**src/hdl/sa32_pkg.sv**
```systemverilog
// ----------------------------------------------------------------------------
// sa32_pkg
// Opcodes, finishing codes and stage payload types of the scalar ALU.
// ----------------------------------------------------------------------------
package sa32_pkg;

	localparam logic [5:0] OP_ADD        = 6'd0;
	localparam logic [5:0] OP_ADDC       = 6'd1;
	localparam logic [5:0] OP_ADDC_CO    = 6'd2;
	localparam logic [5:0] OP_SUB        = 6'd3;
	localparam logic [5:0] OP_SUBB       = 6'd4;
	localparam logic [5:0] OP_SUBB_LT    = 6'd5;
	localparam logic [5:0] OP_MUL_LO     = 6'd6;
	localparam logic [5:0] OP_AND        = 6'd7;
	localparam logic [5:0] OP_ANDN       = 6'd8;
	localparam logic [5:0] OP_OR         = 6'd9;
	localparam logic [5:0] OP_ORN        = 6'd10;
	localparam logic [5:0] OP_XOR        = 6'd11;
	localparam logic [5:0] OP_NOT        = 6'd12;
	localparam logic [5:0] OP_SHL        = 6'd13;
	localparam logic [5:0] OP_SHR        = 6'd14;
	localparam logic [5:0] OP_SAR        = 6'd15;
	localparam logic [5:0] OP_BFM        = 6'd16;
	localparam logic [5:0] OP_BFM64_LO   = 6'd17;
	localparam logic [5:0] OP_BFM64_HI   = 6'd18;
	localparam logic [5:0] OP_ADD3       = 6'd19;
	localparam logic [5:0] OP_SHL_ADD    = 6'd20;
	localparam logic [5:0] OP_SHL_ADD_HI = 6'd21;
	localparam logic [5:0] OP_ADD_SHL    = 6'd22;
	localparam logic [5:0] OP_XOR_ADD    = 6'd23;
	localparam logic [5:0] OP_SHL_OR     = 6'd24;
	localparam logic [5:0] OP_MIN_I      = 6'd25;
	localparam logic [5:0] OP_MAX_I      = 6'd26;
	localparam logic [5:0] OP_MIN_U      = 6'd27;
	localparam logic [5:0] OP_MAX_U      = 6'd28;
	localparam logic [5:0] OP_ABS        = 6'd29;
	localparam logic [5:0] OP_BFE        = 6'd30;
	localparam logic [5:0] OP_CSEL       = 6'd31;
	localparam logic [5:0] OP_DSHL_LO    = 6'd32;
	localparam logic [5:0] OP_DSHL_HI    = 6'd33;
	localparam logic [5:0] OP_DSHR_LO    = 6'd34;
	localparam logic [5:0] OP_DSHR_HI    = 6'd35;
	localparam logic [5:0] OP_LAST       = OP_DSHR_HI;

	localparam logic [6:0] BFE_FULL_CNT  = 7'd32;

	// What the last stage does with the stage-2 payload
	typedef enum logic [1:0] {
		FIN_PASS,
		FIN_ADD_LO,
		FIN_ADD_HI,
		FIN_SHIFT
	} fin_t;

	typedef struct packed {
		logic en1;
		logic en2;
		logic en3;
	} stage_en_t;

	typedef struct packed {
		logic [5:0]  op;
		logic [31:0] a;
		logic [31:0] b;
		logic [31:0] c;
		logic [31:0] prod;
		logic        unsup;
	} s1_t;

	typedef struct packed {
		fin_t        fin;
		logic [31:0] res;
		logic [63:0] add_x;
		logic [31:0] c;
		logic        unsup;
	} s2_t;

endpackage

```
**src/hdl/sa32_pipe_ctl.sv**
```systemverilog
// ----------------------------------------------------------------------------
// sa32_pipe_ctl
// Valid bits and load enables of the three pipeline stages.
// ----------------------------------------------------------------------------
module sa32_pipe_ctl (
	input  logic                clk,
	input  logic                arst_n,
	input  logic                in_valid,
	output logic                in_stall,
	output logic                out_valid,
	input  logic                out_stall,
	output sa32_pkg::stage_en_t en
);
	import sa32_pkg::*;

	logic valid_s1;
	logic valid_s2;
	logic valid_s3;
	logic ready1;
	logic ready2;
	logic ready3;

	// A stage may load when it is empty or its content moves on
	assign ready3 = !valid_s3 || !out_stall;
	assign ready2 = !valid_s2 || ready3;
	assign ready1 = !valid_s1 || ready2;

	assign en.en1    = ready1;
	assign en.en2    = ready2;
	assign en.en3    = ready3;
	assign in_stall  = !ready1;
	assign out_valid = valid_s3;

	always_ff @(posedge clk or negedge arst_n) begin
		if (!arst_n) begin
			valid_s1 <= 1'b0;
			valid_s2 <= 1'b0;
			valid_s3 <= 1'b0;
		end else begin
			if (ready1) begin
				valid_s1 <= in_valid;
			end
			if (ready2) begin
				valid_s2 <= valid_s1;
			end
			if (ready3) begin
				valid_s3 <= valid_s2;
			end
		end
	end

	a_free_out_never_stalls_in: assert property (@(posedge clk) disable iff (!arst_n)
		!out_stall |-> !in_stall)
		else $error("input stalled while output side is free");

	a_transfer_fills_s1: assert property (@(posedge clk) disable iff (!arst_n)
		(in_valid && !in_stall) |=> valid_s1)
		else $error("accepted transfer not held in stage 1");

	a_full_backpressure: assert property (@(posedge clk) disable iff (!arst_n)
		(valid_s1 && valid_s2 && valid_s3 && out_stall) |-> in_stall)
		else $error("full pipeline took a transfer");

	a_stalled_result_holds: assert property (@(posedge clk) disable iff (!arst_n)
		(valid_s3 && out_stall) |=> valid_s3)
		else $error("stalled result dropped");

endmodule

```
**src/hdl/sa32_decode.sv**
```systemverilog
// ----------------------------------------------------------------------------
// sa32_decode
// Stage 1: capture operands, flag unknown opcodes, form the low product.
// ----------------------------------------------------------------------------
module sa32_decode (
	input  logic          clk,
	input  logic          load,
	input  logic [5:0]    op,
	input  logic [31:0]   operand_a,
	input  logic [31:0]   operand_b,
	input  logic [31:0]   operand_c,
	output sa32_pkg::s1_t st_s1
);
	import sa32_pkg::*;

	logic [31:0] prod;

	assign prod = operand_a * operand_b;

	always_ff @(posedge clk) begin
		if (load) begin
			st_s1.op    <= op;
			st_s1.a     <= operand_a;
			st_s1.b     <= operand_b;
			st_s1.c     <= operand_c;
			st_s1.prod  <= prod;
			st_s1.unsup <= (op > OP_LAST);
		end
	end

endmodule

```
**src/hdl/sa32_exec.sv**
```systemverilog
// ----------------------------------------------------------------------------
// sa32_exec
// Stage 2: adders, shifters, masks, compares and the single-step results.
// ----------------------------------------------------------------------------
module sa32_exec (
	input  logic          clk,
	input  logic          load,
	input  sa32_pkg::s1_t st_s1,
	output sa32_pkg::s2_t st_s2
);
	import sa32_pkg::*;

	logic [31:0] a;
	logic [31:0] b;
	logic [31:0] c;
	logic [4:0]  s;
	logic        cin;
	logic        bin;
	logic [32:0] add33;
	logic [32:0] sub33;
	logic [31:0] shl;
	logic [31:0] shr;
	logic [31:0] sar;
	logic [63:0] shl64;
	logic [31:0] bfm32;
	logic [63:0] bfm64;
	logic [63:0] dshl;
	logic [63:0] dshr;
	logic [6:0]  cnt;
	logic [31:0] fmask;
	logic        slt_ab;
	logic        slt_ba;
	logic [31:0] res;
	fin_t        fin;
	logic [63:0] add_x;

	assign a = st_s1.a;
	assign b = st_s1.b;
	assign c = st_s1.c;
	assign s = b[4:0];

	// Carry and borrow in only where the opcode asks for them
	assign cin = (st_s1.op == OP_ADDC) || (st_s1.op == OP_ADDC_CO) ? c[0] : 1'b0;
	assign bin = (st_s1.op == OP_SUBB) || (st_s1.op == OP_SUBB_LT) ? c[0] : 1'b0;

	assign add33 = {1'b0, a} + {1'b0, b} + {32'd0, cin};
	assign sub33 = {1'b0, a} - {1'b0, b} - {32'd0, bin};

	assign shl   = a << s;
	assign shr   = a >> s;
	assign sar   = $unsigned($signed(a) >>> s);
	assign shl64 = {32'd0, a} << s;

	assign bfm32 = ((32'd1 << a[4:0]) - 32'd1) << s;
	assign bfm64 = ((64'd1 << a[5:0]) - 64'd1) << b[5:0];

	assign dshl = {b, a} << c[5:0];
	assign dshr = {b, a} >> c[5:0];

	// Field width: zero gives nothing, 32 or more keeps the whole shifted word
	assign cnt = b[22:16];
	always_comb begin
		if (cnt == 7'd0) begin
			fmask = 32'd0;
		end else if (cnt >= BFE_FULL_CNT) begin
			fmask = '1;
		end else begin
			fmask = (32'd1 << cnt[4:0]) - 32'd1;
		end
	end

	assign slt_ab = $signed(a) < $signed(b);
	assign slt_ba = $signed(b) < $signed(a);

	always_comb begin
		res   = 32'd0;
		fin   = FIN_PASS;
		add_x = {32'd0, add33[31:0]};
		case (st_s1.op)
			OP_ADD, OP_ADDC, OP_SUB, OP_SUBB: begin
				res = (st_s1.op == OP_ADD) || (st_s1.op == OP_ADDC) ?
					add33[31:0] : sub33[31:0];
			end
			OP_ADDC_CO:    res = {31'd0, add33[32]};
			OP_SUBB_LT:    res = {31'd0, sub33[32]};
			OP_MUL_LO:     res = st_s1.prod;
			OP_AND:        res = a & b;
			OP_ANDN:       res = a & ~b;
			OP_OR:         res = a | b;
			OP_ORN:        res = a | ~b;
			OP_XOR:        res = a ^ b;
			OP_NOT:        res = ~a;
			OP_SHL:        res = shl;
			OP_SHR:        res = shr;
			OP_SAR:        res = sar;
			OP_BFM:        res = bfm32;
			OP_BFM64_LO:   res = bfm64[31:0];
			OP_BFM64_HI:   res = bfm64[63:32];
			OP_ADD3:       fin = FIN_ADD_LO;
			OP_SHL_ADD: begin
				fin   = FIN_ADD_LO;
				add_x = shl64;
			end
			OP_SHL_ADD_HI: begin
				fin   = FIN_ADD_HI;
				add_x = shl64;
			end
			OP_ADD_SHL:    fin = FIN_SHIFT;
			OP_XOR_ADD: begin
				fin   = FIN_ADD_LO;
				add_x = {32'd0, a ^ b};
			end
			OP_SHL_OR:     res = shl | c;
			OP_MIN_I:      res = slt_ba ? b : a;
			OP_MAX_I:      res = slt_ab ? b : a;
			OP_MIN_U:      res = (b < a) ? b : a;
			OP_MAX_U:      res = (a < b) ? b : a;
			OP_ABS:        res = a[31] ? (~a + 32'd1) : a;
			OP_BFE:        res = shr & fmask;
			OP_CSEL:       res = (a != 32'd0) ? b : c;
			OP_DSHL_LO:    res = dshl[31:0];
			OP_DSHL_HI:    res = dshl[63:32];
			OP_DSHR_LO:    res = dshr[31:0];
			OP_DSHR_HI:    res = dshr[63:32];
			default:       res = 32'd0;
		endcase
	end

	always_ff @(posedge clk) begin
		if (load) begin
			st_s2.fin   <= fin;
			st_s2.res   <= res;
			st_s2.add_x <= add_x;
			st_s2.c     <= c;
			st_s2.unsup <= st_s1.unsup;
		end
	end

endmodule

```
**src/hdl/sa32_finish.sv**
```systemverilog
// ----------------------------------------------------------------------------
// sa32_finish
// Stage 3: pass the stage-2 result, add the third operand or shift the sum, then register the result.
// ----------------------------------------------------------------------------
module sa32_finish (
	input  logic          clk,
	input  logic          load,
	input  sa32_pkg::s2_t st_s2,
	output logic [31:0]   result,
	output logic          unsupported
);
	import sa32_pkg::*;

	logic [63:0] sum64;
	logic [31:0] res;
	logic [31:0] res_s3;
	logic        unsup_s3;

	assign sum64 = st_s2.add_x + {32'd0, st_s2.c};

	always_comb begin
		case (st_s2.fin)
			FIN_PASS:   res = st_s2.res;
			FIN_ADD_LO: res = sum64[31:0];
			FIN_ADD_HI: res = sum64[63:32];
			FIN_SHIFT:  res = st_s2.add_x[31:0] << st_s2.c[4:0];
			default:    res = st_s2.res;
		endcase
	end

	always_ff @(posedge clk) begin
		if (load) begin
			res_s3   <= res;
			unsup_s3 <= st_s2.unsup;
		end
	end

	assign result      = res_s3;
	assign unsupported = unsup_s3;

endmodule

```
**src/hdl/scalar_alu_32bit.sv**
```systemverilog
// ----------------------------------------------------------------------------
// scalar_alu_32bit
// Pipeline: three register stages (decode, execute, finish) from input transfer to result.
// Throughput: one operation per cycle unless stalled; output register holds a stalled result.
// Reset clears the stage valid bits only; operand and result registers hold garbage.
// ----------------------------------------------------------------------------
module scalar_alu_32bit (
	input  logic        clk,
	input  logic        arst_n,
	input  logic        in_valid,
	output logic        in_stall,
	input  logic [5:0]  op,
	input  logic [31:0] operand_a,
	input  logic [31:0] operand_b,
	input  logic [31:0] operand_c,
	output logic        out_valid,
	input  logic        out_stall,
	output logic [31:0] result,
	output logic        unsupported
);
	import sa32_pkg::*;

	stage_en_t en;
	s1_t       st_s1;
	s2_t       st_s2;

	sa32_pipe_ctl u_ctl (
		.clk       (clk),
		.arst_n    (arst_n),
		.in_valid  (in_valid),
		.in_stall  (in_stall),
		.out_valid (out_valid),
		.out_stall (out_stall),
		.en        (en)
	);

	sa32_decode u_decode (
		.clk       (clk),
		.load      (en.en1),
		.op        (op),
		.operand_a (operand_a),
		.operand_b (operand_b),
		.operand_c (operand_c),
		.st_s1     (st_s1)
	);

	sa32_exec u_exec (
		.clk   (clk),
		.load  (en.en2),
		.st_s1 (st_s1),
		.st_s2 (st_s2)
	);

	sa32_finish u_finish (
		.clk         (clk),
		.load        (en.en3),
		.st_s2       (st_s2),
		.result      (result),
		.unsupported (unsupported)
	);

endmodule

```
**config.mk**
```make
export PLATFORM = sky130hd
export DESIGN_NAME = scalar_alu_32bit
export DESIGN_NICKNAME = d
export VERILOG_FILES = /design/src/hdl/sa32_pkg.sv /design/src/hdl/sa32_pipe_ctl.sv /design/src/hdl/sa32_decode.sv /design/src/hdl/sa32_exec.sv /design/src/hdl/sa32_finish.sv /design/src/hdl/scalar_alu_32bit.sv
export SDC_FILE = /design/constraint.sdc
export NUM_CORES = 2
export LEC_CHECK = 0
export ABC_AREA = 1
export BUFFER_PORTS_ARGS = -buffer_cell sky130_fd_sc_hd__buf_2
export CORE_MARGIN = 2
export CORE_UTILIZATION = 40
export CTS_BUF_LIST = sky130_fd_sc_hd__clkbuf_8
export CTS_CLUSTER_SIZE = 40
export DETAILED_ROUTE_END_ITERATION = 10
export GPL_TIMING_DRIVEN = 1
export SKIP_LAST_GASP = 1
export SYNTH_ARGS = -nofsm -noshare
export SYNTH_HDL_FRONTEND = slang
export SYNTH_HIERARCHICAL = 1
export SYNTH_SLANG_ARGS = --single-unit
export TNS_END_PERCENT = 50
```
**constraint.sdc**
```tcl
create_clock -name clk -period 4.52 [get_ports clk]
set_clock_uncertainty 0.2 [all_clocks]
set_input_delay 0.904 -clock clk [delete_from_list [all_inputs] [get_ports clk]]
set_output_delay 0.904 -clock clk [all_outputs]
set_load 0.01 [all_outputs]
```
---- Word-level counts from Yosys, hierarchy flattened ----
Cells that the tools add are included.
storage, ports and cells
  register bits after elaboration ......... 302
  output and inout port bits .............. 35
  input bits .............................. 106
operators by class
  add/sub/neg operators ................... 9
  reductions and logical operators ........ 18
  shift-type cells ........................ 12
  $mul .................................... 1
  bitwise logic cells ..................... 9
  eq/ne operators ......................... 38
  magnitude comparators ................... 6
  mux-type cells .......................... 15
operators by type and width
  kind                     count
  $pmux W32 S28            1
  $mux W32                 9
  $lt A32 B32 Y1           4
  $pmux W32 S4             1
  $pmux W64 S2             1
  $shl A64 B6 Y64          2
  $and A32 B32 Y32         3
  $eq A6 B5 Y1 const B     16
  $or A32 B32 Y32          3
  $shl A32 B5 Y32          3
  $add A64 B32 Y64         1
  $not A32 Y32             2
  $shl A1 B5 Y32 const A   2
  $shl A1 B6 Y64 const A   1
  $shl A32 B5 Y64          1
  $shr A64 B6 Y64          1
  $sub A32 B1 Y32 const B  2
  $sub A64 B1 Y64 const B  1
  $eq A6 B4 Y1 const B     8
  $add A32 B32 Y33         1
  $add A33 B1 Y33          1
  $sub A32 B32 Y33         1
  $sub A33 B1 Y33          1
  $add A32 B1 Y32 const B  1
  other kinds (23)         41

---- Longest topological paths before layout ----
  depth after elaboration ................. 6
  depth in mapped cells ................... 34
  gate-level depth less buffers ........... 32

---- By module ----
Netlist, hierarchy kept.
modules (own cells, without submodules)
  module         area an instance (sq um)  cells an instance  instances
  sa32_exec      40533.9                   7735               1
  sa32_decode    20993.9                   2461               1
  sa32_finish    7427.1                    1452               1
  sa32_pipe_ctl  145.1                     16                 1

---- Worst setup path before layout ----
No wires, ideal clock.
  path kind ............................... input port to flip-flop
  from .................................... input operand_b[6]
  to ...................................... register, netlist name u_decode/st_s1[26]
  cell stages on the path ................. 27
  setup slack ............................. -3.015 ns
  arrival time ............................ 7.076 ns
  required time ........................... 4.061 ns
  buffers on the path ..................... 2
  cells stage by stage .................... clkbuf_1 clkbuf_1 nand2_1 inv_1 fa_1 fa_1 fa_1 inv_1 fa_1 inv_1 fa_1 inv_1 fa_1 inv_1 fa_1 inv_1 fa_1 inv_1 ha_1 a21o_1 a31oi_1 o21ai_1 a21oi_1 o21bai_2 nand3_1 nand2_1 xor2_1
between the ends
  cells in the longest elaborated chain, start to end .. 1
ends and longest elaborated chain
  element                      line                    RTL
  start, declared              scalar_alu_32bit.sv:14  input logic [31:0] operand_b,
  $mul A32 B32 Y32             sa32_decode.sv:18       assign prod = operand_a * operand_b;
  named net u_decode.prod[25]  sa32_decode.sv:16       logic [31:0] prod;
The timed path passes the listed nets, and every way through them passes these cells.
A chain may end at the register's enable or synchronous reset.

---- Worst setup path in the final report ----
  from .................................... input operand_a[12]
  to ...................................... register, netlist name u_decode/st_s1[27]
between the ends
  cells in the longest elaborated chain, start to end .. 1
ends and longest elaborated chain
  element                      line                    RTL
  start, declared              scalar_alu_32bit.sv:13  input logic [31:0] operand_a,
  $mul A32 B32 Y32             sa32_decode.sv:18
  named net u_decode.prod[26]  sa32_decode.sv:16
The timed path passes the listed nets, and every way through them passes these cells.

==> impl_metrics.json <==
{
  "p_per_area_mw_per_mm2": 833.0,
  "drc": 6,
  "crit_start": "operand_a[12]",
  "worst_hold_slack_ns": 0.06521,
  "worst_pin_slew_ns": 1.510,
  "clock_latency_ns": 0.89,
  "clock.fmax_ghz": 0.1530,
  "rows": 152,
  "final_layout_size_suffix_gt1_frac": 0.1938,
  "die_x_um": 419.6,
  "critPathKind": "in2reg",
  "crit_buf_inv": 11,
  "slowest_stage": "fa_1",
  "grt-ovfl-total": 0,
  "areaGrowthSynthToFinish_pct": 26.59,
  "rsz0062_at_grt": "yes",
  "fp.dieH_um": 419.6,
  "antenna_found_initial": 58,
  "leakage_nw": 45.79,
  "status": "finished, violations left",
  "setup_slack_ns": -2.017,
  "ant_nets": 0,
  "track_usage": 0.4911,
  "violations": "DRC, capacitance limit, slew limit, setup timing",
  "max_stage_delay_ns": 0.51,
  "syn_area_mm2": 0.06910,
  "clk_pin_slew_worst_paths_ns": 0.07,
  "crit_top_cell": "fa_1",
  "multi_input_area_mm2": 0.05307,
  "drv_cap": 1,
  "worstSetupPathDepth": 28,
  "clk_path_buf_depth": 3,
  "reg2reg_slack_ns": -0.85,
  "setup_tns_ns": -53.74,
  "cts_sinks": 301,
  "cp_top_family": "adder cells",
  "endpoint_kind": "flop",
  "nNetsFinal": 13720,
  "setup_violations": 62,
  "async_flop_share": 0.009967,
  "grt_pass1_vias": 87670,
  "cts_buffers": 59,
  "finalHoldViolCount": 0,
  "setup.worst_path.end": "u_decode/st_s1[27]",
  "initial_core_util": 0.4028,
  "yosysUniqueCellTypes": 70,
  "portBuffers": 140,
  "num-fill-cells": 17670,
  "synthTopCellsByArea": "nand2_1 19%, nand3_1 16%, edfxtp_1 13%",
  "wirelength_um": 445700,
  "cp.required_ns": 4.86,
  "synth-edff-count": 298,
  "relSlewSlack": -0.01032,
  "syn_avg_cell_area_um2": 5.924,
  "drtIter0Drc": 14020,
  "regArea_mm2": 0.009024,
  "syn-instance-count": 11660,
  "grt_max_degree": 121,
  "dr.pass1.iters": 11,
  "ios": 141,
  "ys_ff_latch": 301,
  "fin_util": 0.5099,
  "die_area_mm2": 0.1761,
  "r2r_start": "u_decode/st_s1[129]",
  "syn_nets": 12490,
  "period_needed_ns": 6.537,
  "peakVddDrop_v": 0.004721,
  "critical_path_peak_fanout": 7,
  "routed_via_density": 6.089,
  "yosysTopAreaCell": "nand2_1",
  "core_mm2": 0.1715,
  "yosys_warnings": 6,
  "fin_crit_sh": 1.446,
  "arrival_ns": 6.88,
  "hold_class": "in2reg",
  "ys_seq_area_frac": 0.1306,
  "post-synth-top-count-cell": "nand2_1",
  "startpoint_type": "input port",
  "cts_root_buffer": "clkbuf_8",
  "reg2reg_depth": 31,
  "synth_commonest_cells": "3414 x nand2_1, 2209 x nand3_1, 1517 x inv_1",
  "r2r-end": "u_exec/st_s2[111]",
  "synthFlopType": "edfxtp_1",
  "grt_pass1_wl_um": 622400,
  "gp_congestion": 1.191,
  "post-dp-hpwl_um": 363300,
  "synth.top_cell.area_share": 0.1855,
  "cts_tree": "done",
  "htreeDepth": 2,
  "final_max_slew_viol_count": 5,
  "wl_per_cell_um": 29.15,
  "routed-via-count": 93100
}
## cell usage in the layout (no fill, tap or decap), drive strengths merged, types with 8 or more instances in the layout
master,n
a211oi,12
a21boi,8
a21o,14
a21oi,374
a22oi,20
a31oi,20
and2,29
buf,1826
bufinv,9
clkbuf,66
clkinv,51
diode,39
edfxtp,298
fa,428
ha,292
inv,1574
mux2i,8
nand2,3455
nand3,2234
nand3b,33
nand4,208
nor2,936
nor3,95
nor4,10
o2111ai,13
o211ai,141
o21a,35
o21ai,495
o21bai,25
o221ai,32
o22ai,36
o31ai,8
or2,35
xnor2,14
xor2,79
## worst min-delay path by stage
stage,endpoint,startpoint,slack [ns],cells after the start
after floorplan,u_exec/st_s2[0],u_decode/st_s1[0],0.20,0
after global placement,u_finish/unsupported,u_exec/st_s2[0],0.21,0
after detailed placement,u_exec/st_s2[0],u_decode/st_s1[0],0.24,0
after CTS,u_decode/st_s1[38],operand_c[5],0.01,1
after global routing,u_decode/st_s1[44],operand_c[11],0.04,1
final,u_decode/st_s1[44],operand_c[11],0.07,1
## stage by stage
step / cells / setup WS (ns) / total power [mW] / instance area [um^2]
after floorplan: 11660 / -2.404 / 38.99 / 70120
after global placement: 15080 / -2.909 / 58.89 / 83530
after detailed placement: 15080 / -2.959 / 59.68 / 83530
after CTS: 15220 / -1.888 / 66.20 / 85920
after global routing: 15270 / -2.171 / 78.20 / 87410
final: 15290 / -2.017 / 72.86 / 87470
## metal layers
| layer | wire length (um) | track usage |
|---|---|---|
| met1 | 163200 | 0.5958 |
| met2 | 181600 | 0.7163 |
| met3 | 54960 | 0.1477 |
| met4 | 45760 | 0.3998 |
| met5 | 254 | 0 |
## cells by family after synthesis
| logic type | synth area share |
|---|---|
| simple gates | 0.4468 |
| buf+inv | 0.1288 |
| compound gates | 0.1039 |
| fa+ha+maj | 0.1769 |
| flops | 0.1306 |
| xor+xnor | 0.01179 |
| mux | 0.001159 |
| other cells | 0.00005427 |
## cell type report
type / count / area share
inverters: 1590 / 0.06867
clock buffers: 60 / 0.009440
repair buffers: 1833 / 0.1723
flip-flops and latches: 301 / 0.1032
clock inverters: 47 / 0.005621
well taps: 2310 / 0.03304
multi-input cells: 9110 / 0.6067
diodes: 39 / 0.001116
## flip-flops by register name, summed over array words and instances (netlist names)
signal / cells
u_ctl/valid_s1: 1
u_ctl/out_valid: 1
u_finish/unsupported: 1
u_decode/st_s1: 135
u_ctl/valid_s2: 1
u_finish/result: 32
u_exec/st_s2: 130
## repair_timing
| action | CTS | global route |
|---|---|---|
| gates resized for setup | 240 | 318 |
| hold endpoints to repair | 3 | 0 |
| pin swaps | 124 | 209 |
| hold buffers | 1 | 0 |
| gates cloned | 0 | 4 |
| buffers inserted | 34 | 51 |
| endpoints found under the setup margin | 61 | 70 |
## power by group
part	switching, mW	total, mW	internal, mW
Clock	1.46	3.24	1.78
Sequential	0.513	5.56	5.04
Combinational	36.0	64.1	28.1
Total	38.0	72.9	34.9
Power figures use the tool's default switching activity.
